$ cat config.mk
export PLATFORM = sky130hd
export DESIGN_NAME = fused_track_id_table
export DESIGN_NICKNAME = d
export VERILOG_FILES = /design/src/hw/rtl/ftit_pkg.sv /design/src/hw/rtl/fused_track_id_table.sv
export SDC_FILE = /design/constraint.sdc
export NUM_CORES = 2
export LEC_CHECK = 0
export BUFFER_PORTS_ARGS = -buffer_cell sky130_fd_sc_hd__buf_4
export CORE_ASPECT_RATIO = 0.75
export CORE_MARGIN = 2
export CORE_UTILIZATION = 40
export DETAILED_ROUTE_END_ITERATION = 8
export PLACE_DENSITY = 0.56
export SLEW_MARGIN = 20
export SYNTH_ARGS = -nofsm -noshare
export SYNTH_HDL_FRONTEND = slang
export SYNTH_SLANG_ARGS = --single-unit
$ cat constraint.sdc
create_clock -name clk -period 7.1 [get_ports clk]
set_input_delay 0 -clock clk [delete_from_list [all_inputs] [get_ports clk]]
set_output_delay 0 -clock clk [all_outputs]
set_load 0.005 [all_outputs]
$ cat src/hw/rtl/ftit_pkg.sv
// shared types and constants for the fused track id table
`default_nettype none

package ftit_pkg;

	// width of a fused track id and of the id counter
	localparam int unsigned TRACK_W = 16;

	// request kinds carried in the input tuser
	typedef enum logic [1:0] {
		CMD_LASER  = 2'd0,
		CMD_CAMERA = 2'd1,
		CMD_PAIR   = 2'd2,
		CMD_NOP    = 2'd3
	} cmd_t;

endpackage

`default_nettype wire

$ cat src/hw/rtl/fused_track_id_table.sv
// fused track id table: association memory with first-match scan and append
//
//  channel | direction | handshake           | payload
//  s_*     | in        | s_tvalid / s_tready | tuser: command, tdata: laser_id, camera_id
//  m_*     | out       | m_tvalid / m_tready | tdata: fused_id, tuser: created, table_full
//  cfg_*   | in        | cfg_valid/cfg_ready | cfg_data: id_base, taken only while idle
//
// on a miss the scan reads every entry below the entry count, then appends or flags
// table_full; a hit ends it at the first match, an empty table appends at once and an
// unused command skips it; the scan reads one entry a cycle through the single read port.
// reset clears the entry count and loads the id counter with zero; the memory
// itself is not cleared, only entries below the count are ever compared.
// the next word can be taken in the cycle after the result is presented, while it still
// waits in the output register; a stalled output holds the next result in its final state.
`default_nettype none

module fused_track_id_table #(
	parameter int unsigned TABLE_DEPTH = 64,
	parameter int unsigned OBJ_ID_BITS = 8,
	localparam int unsigned IN_TDATA_W = ((2 * OBJ_ID_BITS + 7) / 8) * 8
) (
	input  wire logic                         clk,
	input  wire logic                         arst_n,
	// input words
	input  wire logic                         s_tvalid,
	output logic                              s_tready,
	input  wire logic [IN_TDATA_W-1:0]        s_tdata,   // laser_id, camera_id
	input  wire logic [1:0]                   s_tuser,   // command
	// result words
	output logic                              m_tvalid,
	input  wire logic                         m_tready,
	output logic [ftit_pkg::TRACK_W-1:0]      m_tdata,   // fused_id
	output logic [1:0]                        m_tuser,   // created, table_full
	// id_base register
	input  wire logic                         cfg_valid,
	output logic                              cfg_ready,
	input  wire logic [ftit_pkg::TRACK_W-1:0] cfg_data
);

	localparam int unsigned SLOT_W     = OBJ_ID_BITS + 1;
	localparam int unsigned ENT_W      = 2 * SLOT_W + ftit_pkg::TRACK_W;
	localparam int unsigned IDX_W      = $clog2(TABLE_DEPTH);
	localparam int unsigned CNT_W      = $clog2(TABLE_DEPTH + 1);

	typedef enum logic [1:0] {
		ST_IDLE,
		ST_SCAN,
		ST_EMIT
	} state_t;

	state_t                        state_q;
	ftit_pkg::cmd_t                cmd_q;
	logic [OBJ_ID_BITS-1:0]        lid_q;
	logic [OBJ_ID_BITS-1:0]        cid_q;
	logic [CNT_W-1:0]              count_q;
	logic [CNT_W-1:0]              rd_idx_q;
	logic [ftit_pkg::TRACK_W-1:0]  last_given_q;
	logic [ftit_pkg::TRACK_W-1:0]  res_fused_q;
	logic                          res_created_q;
	logic                          res_full_q;

	// read pipeline stage
	logic                          rd_vld_s1;
	logic [IDX_W-1:0]              chk_idx_s1;
	logic [ENT_W-1:0]              rd_data_s1;

	// entry memory
	logic [ENT_W-1:0]              mem [TABLE_DEPTH];

	logic                          s_acc;
	logic                          more;
	logic                          want_l;
	logic                          want_c;
	logic [SLOT_W-1:0]             ent_laser;
	logic [SLOT_W-1:0]             ent_camera;
	logic [ftit_pkg::TRACK_W-1:0]  ent_track;
	logic                          hit_s1;
	logic                          miss_done;
	logic                          tbl_full;
	logic [ftit_pkg::TRACK_W-1:0]  next_id;
	logic                          mem_we;
	logic [IDX_W-1:0]              mem_waddr;
	logic [ENT_W-1:0]              mem_wdata;
	logic [SLOT_W-1:0]             new_laser;
	logic [SLOT_W-1:0]             new_camera;
	logic                          out_free;

	assign s_tready  = (state_q == ST_IDLE);
	assign cfg_ready = (state_q == ST_IDLE);
	assign s_acc     = s_tvalid && s_tready;
	assign out_free  = !m_tvalid || m_tready;

	// fields of the entry just read
	assign ent_laser  = rd_data_s1[SLOT_W-1:0];
	assign ent_camera = rd_data_s1[2*SLOT_W-1:SLOT_W];
	assign ent_track  = rd_data_s1[ENT_W-1:2*SLOT_W];

	// which ids take part in the compare
	always_comb begin
		case (cmd_q)
			ftit_pkg::CMD_LASER: begin
				want_l = 1'b1;
				want_c = 1'b0;
			end
			ftit_pkg::CMD_CAMERA: begin
				want_l = 1'b0;
				want_c = 1'b1;
			end
			ftit_pkg::CMD_PAIR: begin
				want_l = 1'b1;
				want_c = 1'b1;
			end
			default: begin
				want_l = 1'b0;
				want_c = 1'b0;
			end
		endcase
	end

	// match and scan progress
	assign more      = (rd_idx_q < count_q);
	assign hit_s1    = rd_vld_s1 &&
		((want_l && ent_laser == {1'b1, lid_q}) || (want_c && ent_camera == {1'b1, cid_q}));
	assign miss_done = !rd_vld_s1 && !more;
	assign tbl_full  = (count_q == CNT_W'(TABLE_DEPTH));
	assign next_id   = last_given_q + ftit_pkg::TRACK_W'(1);

	// ids written on a pair hit or an append
	assign new_laser  = (cmd_q != ftit_pkg::CMD_CAMERA) ? {1'b1, lid_q} : '0;
	assign new_camera = (cmd_q != ftit_pkg::CMD_LASER)  ? {1'b1, cid_q} : '0;

	// write-back port
	always_comb begin
		mem_we    = 1'b0;
		mem_waddr = count_q[IDX_W-1:0];
		mem_wdata = {next_id, new_camera, new_laser};
		if (state_q == ST_SCAN) begin
			if (hit_s1) begin
				mem_we    = (cmd_q == ftit_pkg::CMD_PAIR);
				mem_waddr = chk_idx_s1;
				mem_wdata = {ent_track, new_camera, new_laser};
			end else if (miss_done && !tbl_full) begin
				mem_we = 1'b1;
			end
		end
	end

	// entry memory, one write and one registered read a cycle
	always_ff @(posedge clk) begin
		if (mem_we) begin
			mem[mem_waddr] <= mem_wdata;
		end
		rd_data_s1 <= mem[rd_idx_q[IDX_W-1:0]];
	end

	// request capture, scan sequencer and output register
	always_ff @(posedge clk or negedge arst_n) begin
		if (!arst_n) begin
			state_q       <= ST_IDLE;
			count_q       <= '0;
			last_given_q  <= '0;
			rd_idx_q      <= '0;
			rd_vld_s1     <= 1'b0;
			m_tvalid      <= 1'b0;
			cmd_q         <= ftit_pkg::CMD_NOP;
			lid_q         <= '0;
			cid_q         <= '0;
			chk_idx_s1    <= '0;
			res_fused_q   <= '0;
			res_created_q <= 1'b0;
			res_full_q    <= 1'b0;
			m_tdata       <= '0;
			m_tuser       <= '0;
		end else begin
			if (m_tvalid && m_tready && state_q != ST_EMIT) begin
				m_tvalid <= 1'b0;
			end
			if (cfg_valid && cfg_ready) begin
				last_given_q <= cfg_data;
			end
			case (state_q)
				ST_IDLE: begin
					rd_idx_q  <= '0;
					rd_vld_s1 <= 1'b0;
					if (s_acc) begin
						cmd_q         <= ftit_pkg::cmd_t'(s_tuser);
						lid_q         <= s_tdata[OBJ_ID_BITS-1:0];
						cid_q         <= s_tdata[2*OBJ_ID_BITS-1:OBJ_ID_BITS];
						res_fused_q   <= '0;
						res_created_q <= 1'b0;
						res_full_q    <= 1'b0;
						if (ftit_pkg::cmd_t'(s_tuser) == ftit_pkg::CMD_NOP) begin
							state_q <= ST_EMIT;
						end else begin
							state_q <= ST_SCAN;
						end
					end
				end
				ST_SCAN: begin
					// issue the next read while the previous one is checked
					rd_vld_s1  <= more && !hit_s1;
					chk_idx_s1 <= rd_idx_q[IDX_W-1:0];
					if (more) begin
						rd_idx_q <= rd_idx_q + CNT_W'(1);
					end
					if (hit_s1) begin
						res_fused_q <= ent_track;
						state_q     <= ST_EMIT;
					end else if (miss_done) begin
						if (tbl_full) begin
							res_full_q <= 1'b1;
						end else begin
							res_fused_q   <= next_id;
							res_created_q <= 1'b1;
							last_given_q  <= next_id;
							count_q       <= count_q + CNT_W'(1);
						end
						state_q <= ST_EMIT;
					end
				end
				ST_EMIT: begin
					if (out_free) begin
						m_tvalid <= 1'b1;
						m_tdata  <= res_fused_q;
						m_tuser  <= {res_full_q, res_created_q};
						state_q  <= ST_IDLE;
					end
				end
				default: begin
					state_q <= ST_IDLE;
				end
			endcase
		end
	end

endmodule

`default_nettype wire

---- After elaboration in Yosys (flattened, before gate mapping) ----
Memories as Yosys holds them, arrays and structs flattened. A register that Yosys moved wholly into a read port is not among the register bits.
Cells that the tools add are included.
word-level totals
  flip-flop bits (word level) ............. 94
  bits in writable memories ............... 2176
  bits of input ports ..................... 39
  output and inout bits ................... 21
  memories kept ........................... 1
memories
  name  words  bits a word  rd ports  clocked after memory_dff  write ports  line                        text
  mem   64     34           1         1                         1            fused_track_id_table.sv:68  logic [ENT_W-1:0] mem [TABLE_DEPTH];
cells by class
  $add $sub $neg .......................... 3
  magnitude comparators ................... 1
  eq/ne operators ......................... 19
  mux-type cells .......................... 44
  bitwise logic cells ..................... 2
  reductions and logical operators ........ 31
operators with widths
  kind                                                             count
  16-bit two-way mux                                               9
  34-bit two-way mux                                               2
  16-bit case mux with 2 select lines                              1
  9-bit == test                                                    2
  9-bit two-way mux                                                2
  1-bit two-way mux                                                17
  16-bit by 1-bit adder with 16-bit output, second input constant  1
  7-bit by 1-bit adder with 7-bit output, second input constant    2
  2-bit != test, second input constant                             7
  7-bit case mux with 2 select lines                               1
  6-bit two-way mux                                                2
  1-bit logical AND                                                10
  2-bit two-way mux                                                5
  5-bit AND reduction                                              2
  4-bit AND reduction                                              2
  7-bit == test, second input constant                             1
  7-bit < comparator                                               1
  7-bit two-way mux                                                1
  2-bit == test, second input constant                             3
  3-bit != test, second input constant                             2
  1-bit case mux with 2 select lines                               3
  2-bit case mux with 3 select lines                               1
  2-bit AND reduction                                              3
  1-bit logical NOT                                                5
  8 further kinds                                                  15

---- Logic depth before layout (Yosys ltp) ----
  depth in word-level cells ............... 10
  mapped depth ............................ 10

---- Worst setup path before layout ----
Ideal clock, no wire load.
  path kind ............................... flip-flop to flip-flop
  start ................................... reg count_q[2]
  end ..................................... mem mem[11][0] in the netlist's numbering (enable)
  setup time .............................. 511 ps
  data arrival time ....................... 5308 ps
  required time ........................... 6589 ps
  slack ................................... 1282 ps
  cell stages (with the launch flop) ...... 11
  path buffers ............................ 2
  cells stage by stage .................... dfrtp_1 -> clkbuf_1 -> inv_1 -> ha_1 -> a21o_1 -> a31oi_1 -> o21a_1 -> nor3_1 -> a31oi_1 -> buf_2 -> nor4_1
between the ends
  word-level cells in the longest chain between the ends .. 9
RTL lines
  item                                     line                         text
  start: declaration                       fused_track_id_table.sv:55   logic [CNT_W-1:0] count_q;
  start signal: assignment                 fused_track_id_table.sv:216  count_q <= count_q + CNT_W'(1);
  7-bit < comparator                       fused_track_id_table.sv:121  assign more = (rd_idx_q < count_q);
  1-bit logical NOT                        fused_track_id_table.sv:124  assign miss_done = !rd_vld_s1 && !more;
  1-bit logical AND                        fused_track_id_table.sv:124
  1-bit logical AND                        fused_track_id_table.sv:142  end else if (miss_done && !tbl_full) begin
  1-bit two-way mux                        fused_track_id_table.sv:142
  1-bit two-way mux                        fused_track_id_table.sv:138  if (hit_s1) begin
  1-bit two-way mux                        fused_track_id_table.sv:137  if (state_q == ST_SCAN) begin
  1-bit two-way mux                        fused_track_id_table.sv:150  if (mem_we) begin
  1-bit two-way mux (not written as such)  fused_track_id_table.sv:151  mem[mem_waddr] <= mem_wdata;
  end: declaration                         fused_track_id_table.sv:68
Several ways; a longest one is shown, not always the timed one.

---- Worst setup path after layout ----
  start ................................... reg rd_idx_q[1]
  end ..................................... mem mem[20][16] in the netlist's numbering (enable)
between the ends
  word-level cells in the longest chain between the ends .. 9
RTL lines
  item                                     line                         text
  start: declaration                       fused_track_id_table.sv:56   logic [CNT_W-1:0] rd_idx_q;
  start signal: assignment                 fused_track_id_table.sv:204  rd_idx_q <= rd_idx_q + CNT_W'(1);
  7-bit < comparator                       fused_track_id_table.sv:121
  1-bit logical NOT                        fused_track_id_table.sv:124
  1-bit logical AND                        fused_track_id_table.sv:124
  1-bit logical AND                        fused_track_id_table.sv:142
  1-bit two-way mux                        fused_track_id_table.sv:142
  1-bit two-way mux                        fused_track_id_table.sv:138
  1-bit two-way mux                        fused_track_id_table.sv:137
  1-bit two-way mux                        fused_track_id_table.sv:150
  1-bit two-way mux (not written as such)  fused_track_id_table.sv:151
Every way passes these cells.

==> impl_metrics.json <==
{
  "syn_nets": 4130,
  "cts_tree": "built",
  "critPathMaxStageDelay_ns": 1.01,
  "hold_class": "in2reg",
  "core_um2": 222000,
  "r2r_cells": 9,
  "setup_viol": 0,
  "grt_max_degree": 103,
  "drv_cap": 0,
  "post_drt_wl_per_cell_um": 32.0,
  "min_period_ns": 4.90,
  "hp-start": "cfg_data[1]",
  "post-route-cell-area_um2": 102000,
  "synth_top_area_share_pct": 73.1,
  "crit_type": "reg2reg",
  "critPathMostFrequentCell": "buf_4",
  "p_leak_nw": 31.3,
  "rrSetupSlack_ns": 2.20,
  "vias": 43500,
  "p_per_area_nw_per_um2": 395,
  "dieArea_um2": 227000,
  "row_count": 150,
  "worstPathRequired_ns": 7.60,
  "gp_congestion": 0.872,
  "r2r_end": "mem[20][16]$_DFFE_PP_",
  "instances_no_fill": 7501,
  "min_path_cells": 4,
  "avgSynthCellArea_um2": 21.9,
  "cts_buffers": 220,
  "clock_sink_count": 2304,
  "die_w_um": 550,
  "synth_top_cell_by_area": "edfxtp_1",
  "min_period_over_period_pct": 69.0,
  "timing.hold.ws_ns": 0.0582,
  "finClkSkew_ns": 0.0568,
  "grt_usage_pct": 21.0,
  "peakVddDrop_v": 0.000350,
  "pin_count": 60,
  "grt_pass1_wl_um": 336000,
  "cp_max_fo": 47,
  "ys_warn_count": 0,
  "drive_gt1_share_pct": 27.5,
  "cts.path.max_buffers": 4,
  "synth_flop_cell": "edfxtp_1",
  "arrival_ns": 5.40,
  "holdPathEnd": "last_given_q[1]$_DFF_PN0_",
  "initial_core_util_pct": 40.2,
  "ys_top_cells_by_count": "edfxtp_1, mux4_2, mux2i_1",
  "synth-seq-cells": 2304,
  "netlist_area_um2": 89300,
  "post_cts_resized": 0,
  "ant_nets": 0,
  "cp_cell_sequence": "ha_1, a21o_1, a31oi_1, o21a_1, nor2_4, a22oi_2, buf_4, nor4_4, buf_4",
  "max_freq_mhz": 204,
  "dp_cells": 7013,
  "initialDrtViolationCount": 5802,
  "htree_levels": 4,
  "clock_latency_ns": 0.87,
  "grt_setup_unrepaired": "no",
  "final.setup.tns_ns": 0,
  "relSlewSlack_pct": 21.4,
  "async_reset_ff_share_pct": 4.08,
  "fill_cells": 18500,
  "place_hpwl_um": 141000,
  "rr_startpoint": "rd_idx_q[1]$_DFFE_PN0P_",
  "tightest_slew_ns": 1.16,
  "die_height_um": 413,
  "postSynthCellCount": 4078,
  "worst_setup_path_end_kind": "flip-flop",
  "drc": 0,
  "clkTransAtPathRegs_ns": 0.07,
  "root_buffer": "clkbuf_16",
  "synthDistinctLibCells": 60,
  "synth.area.top_cells": "edfxtp_1, mux4_2, dfrtp_1",
  "status": "finished, final reports clean",
  "portBuffers": 59,
  "worst_setup_path_start_kind": "flip-flop",
  "final_nets": 4419,
  "overflow": 0,
  "first_global_vias": 42100,
  "drv_slew": 0,
  "wirelength_um": 240000,
  "area_growth_pct": 14.2,
  "antenna_found_initial": 18,
  "synth.most_common_cell": "edfxtp_1",
  "slowest_stage": "dfrtp_4",
  "synth_edf_count": 2176,
  "finalHoldViolations": 0,
  "ys_seq_area_share_pct": 76.5,
  "postPlaceCellArea_um2": 94100,
  "detail_route.first_pass.iterations": 5,
  "via_per_inst": 5.80
}
## cells in the final DEF, fill, tap and decap left out, drive strengths merged, types with 21 or more instances in the layout
cell type | netlist | layout
dlygate4sd3 | 0 | 93
nor3 | 54 | 54
nor4 | 27 | 27
edfxtp | 2176 | 2176
nor2 | 44 | 44
nand2 | 94 | 94
nor2b | 82 | 82
buf | 144 | 208
o22ai | 51 | 51
mux2 | 72 | 72
a22oi | 21 | 21
mux2i | 170 | 170
clkbuf | 90 | 298
mux4 | 575 | 575
dfxtp | 34 | 34
dfrtp | 92 | 92
clkinv | 1 | 65
o21ai | 48 | 48
a21oi | 68 | 68
a211oi | 61 | 61
## flip-flops by register name, indices dropped and copies added, names as in the netlist
register / count
chk_idx_s1: 6
cid_q: 8
cmd_q: 2
count_q: 7
last_given_q: 16
lid_q: 8
m_tdata: 16
m_tuser: 2
m_tvalid: 1
mem: 2176
rd_data_s1: 34
rd_idx_q: 7
rd_vld_s1: 1
res_created_q: 1
res_full_q: 1
res_fused_q: 16
state_q: 2
## worst max-delay path by stage
| stage | startpoint | end | slack (ns) | cells after the start |
|---|---|---|---|---|
| after floorplan | count_q[2]$_DFFE_PN0P_ | mem[11][0]$_DFFE_PP_ | 1.28 | 10 |
| after global placement | rd_idx_q[1]$_DFFE_PN0P_ | mem[20][11]$_DFFE_PP_ | 1.94 | 9 |
| after detailed placement | rd_idx_q[1]$_DFFE_PN0P_ | mem[20][11]$_DFFE_PP_ | 1.89 | 9 |
| after CTS | rd_idx_q[1]$_DFFE_PN0P_ | mem[20][27]$_DFFE_PP_ | 1.88 | 9 |
| after global routing | rd_idx_q[1]$_DFFE_PN0P_ | mem[20][16]$_DFFE_PP_ | 1.92 | 9 |
| final | rd_idx_q[1]$_DFFE_PN0P_ | mem[20][16]$_DFFE_PP_ | 2.20 | 9 |
## logic make-up (layout without fill, tap and decap cells)
| family | after synthesis | count (layout) | share of synthesized area (%) |
|---|---|---|---|
| buffers and inverters | 252 | 707 | 1.37 |
| adders and majority gates | 13 | 13 | 0.182 |
| and+or+nand+nor | 349 | 349 | 1.98 |
| xor gates and xnor gates | 38 | 38 | 0.372 |
| AOI/OAI and AO/OA | 305 | 305 | 2.26 |
| other | 0 | 4 | 0 |
| DFF | 2304 | 2304 | 76.5 |
| muxes | 817 | 817 | 17.3 |
## cell type report
type | count | area, um^2 | share of cell area [%]
inverters | 18 | 70.1 | 0.0687
clock inverters | 90 | 956 | 0.937
multi-input cells | 1522 | 20300 | 19.9
well taps | 2964 | 3710 | 3.64
flip-flops and latches | 2304 | 68400 | 67.0
repair buffers | 301 | 2700 | 2.64
diodes | 4 | 10.0 | 0.00981
clock buffers | 298 | 5870 | 5.75
## stage by stage
| step | setup WS [ns] | utilization, % | total power, W |
|---|---|---|---|
| finish | 2.20 | 45.9 | 0.0403 |
| global route | 1.92 | 45.9 | 0.0416 |
| CTS | 1.88 | 45.8 | 0.0405 |
| detailed placement | 1.89 | 42.3 | 0.0290 |
| global placement | 1.94 | 42.3 | 0.0288 |
| floorplan | 1.28 | - | 0.0241 |
## per-layer routing
| layer | track usage (%) | part of all wire [%] | wire (um) | up-vias |
|---|---|---|---|---|
| met1 | 33.4 | 46 | 111000 | 23700 |
| li1 | - | - | - | 17700 |
| met4 | 4.56 | 2.1 | 5020 | 2 |
| met3 | 4.55 | 8.9 | 21400 | 262 |
| met5 | 0 | 0.0054 | 13 | - |
| met2 | 29.4 | 43 | 103000 | 1840 |
## critical path: cells and delay by family (launching register included)
kind / cells / cell delay (ns)
simple gates: 2 / 1.40
buf+inv: 2 / 0.88
compound gates: 4 / 0.88
flops: 1 / 1.01
fa+ha+maj: 1 / 0.28
## power breakdown
| part | internal, W | switching [W] |
|---|---|---|
| clock network | 0.00649 | 0.00496 |
| registers | 0.0176 | 0.000478 |
| logic | 0.00337 | 0.00736 |
## what timing repair did
item	CTS	global route
setup buffers	0	0
hold buffers	94	0
hold endpoints to repair	131	0
Power figures use the tool's default switching activity.
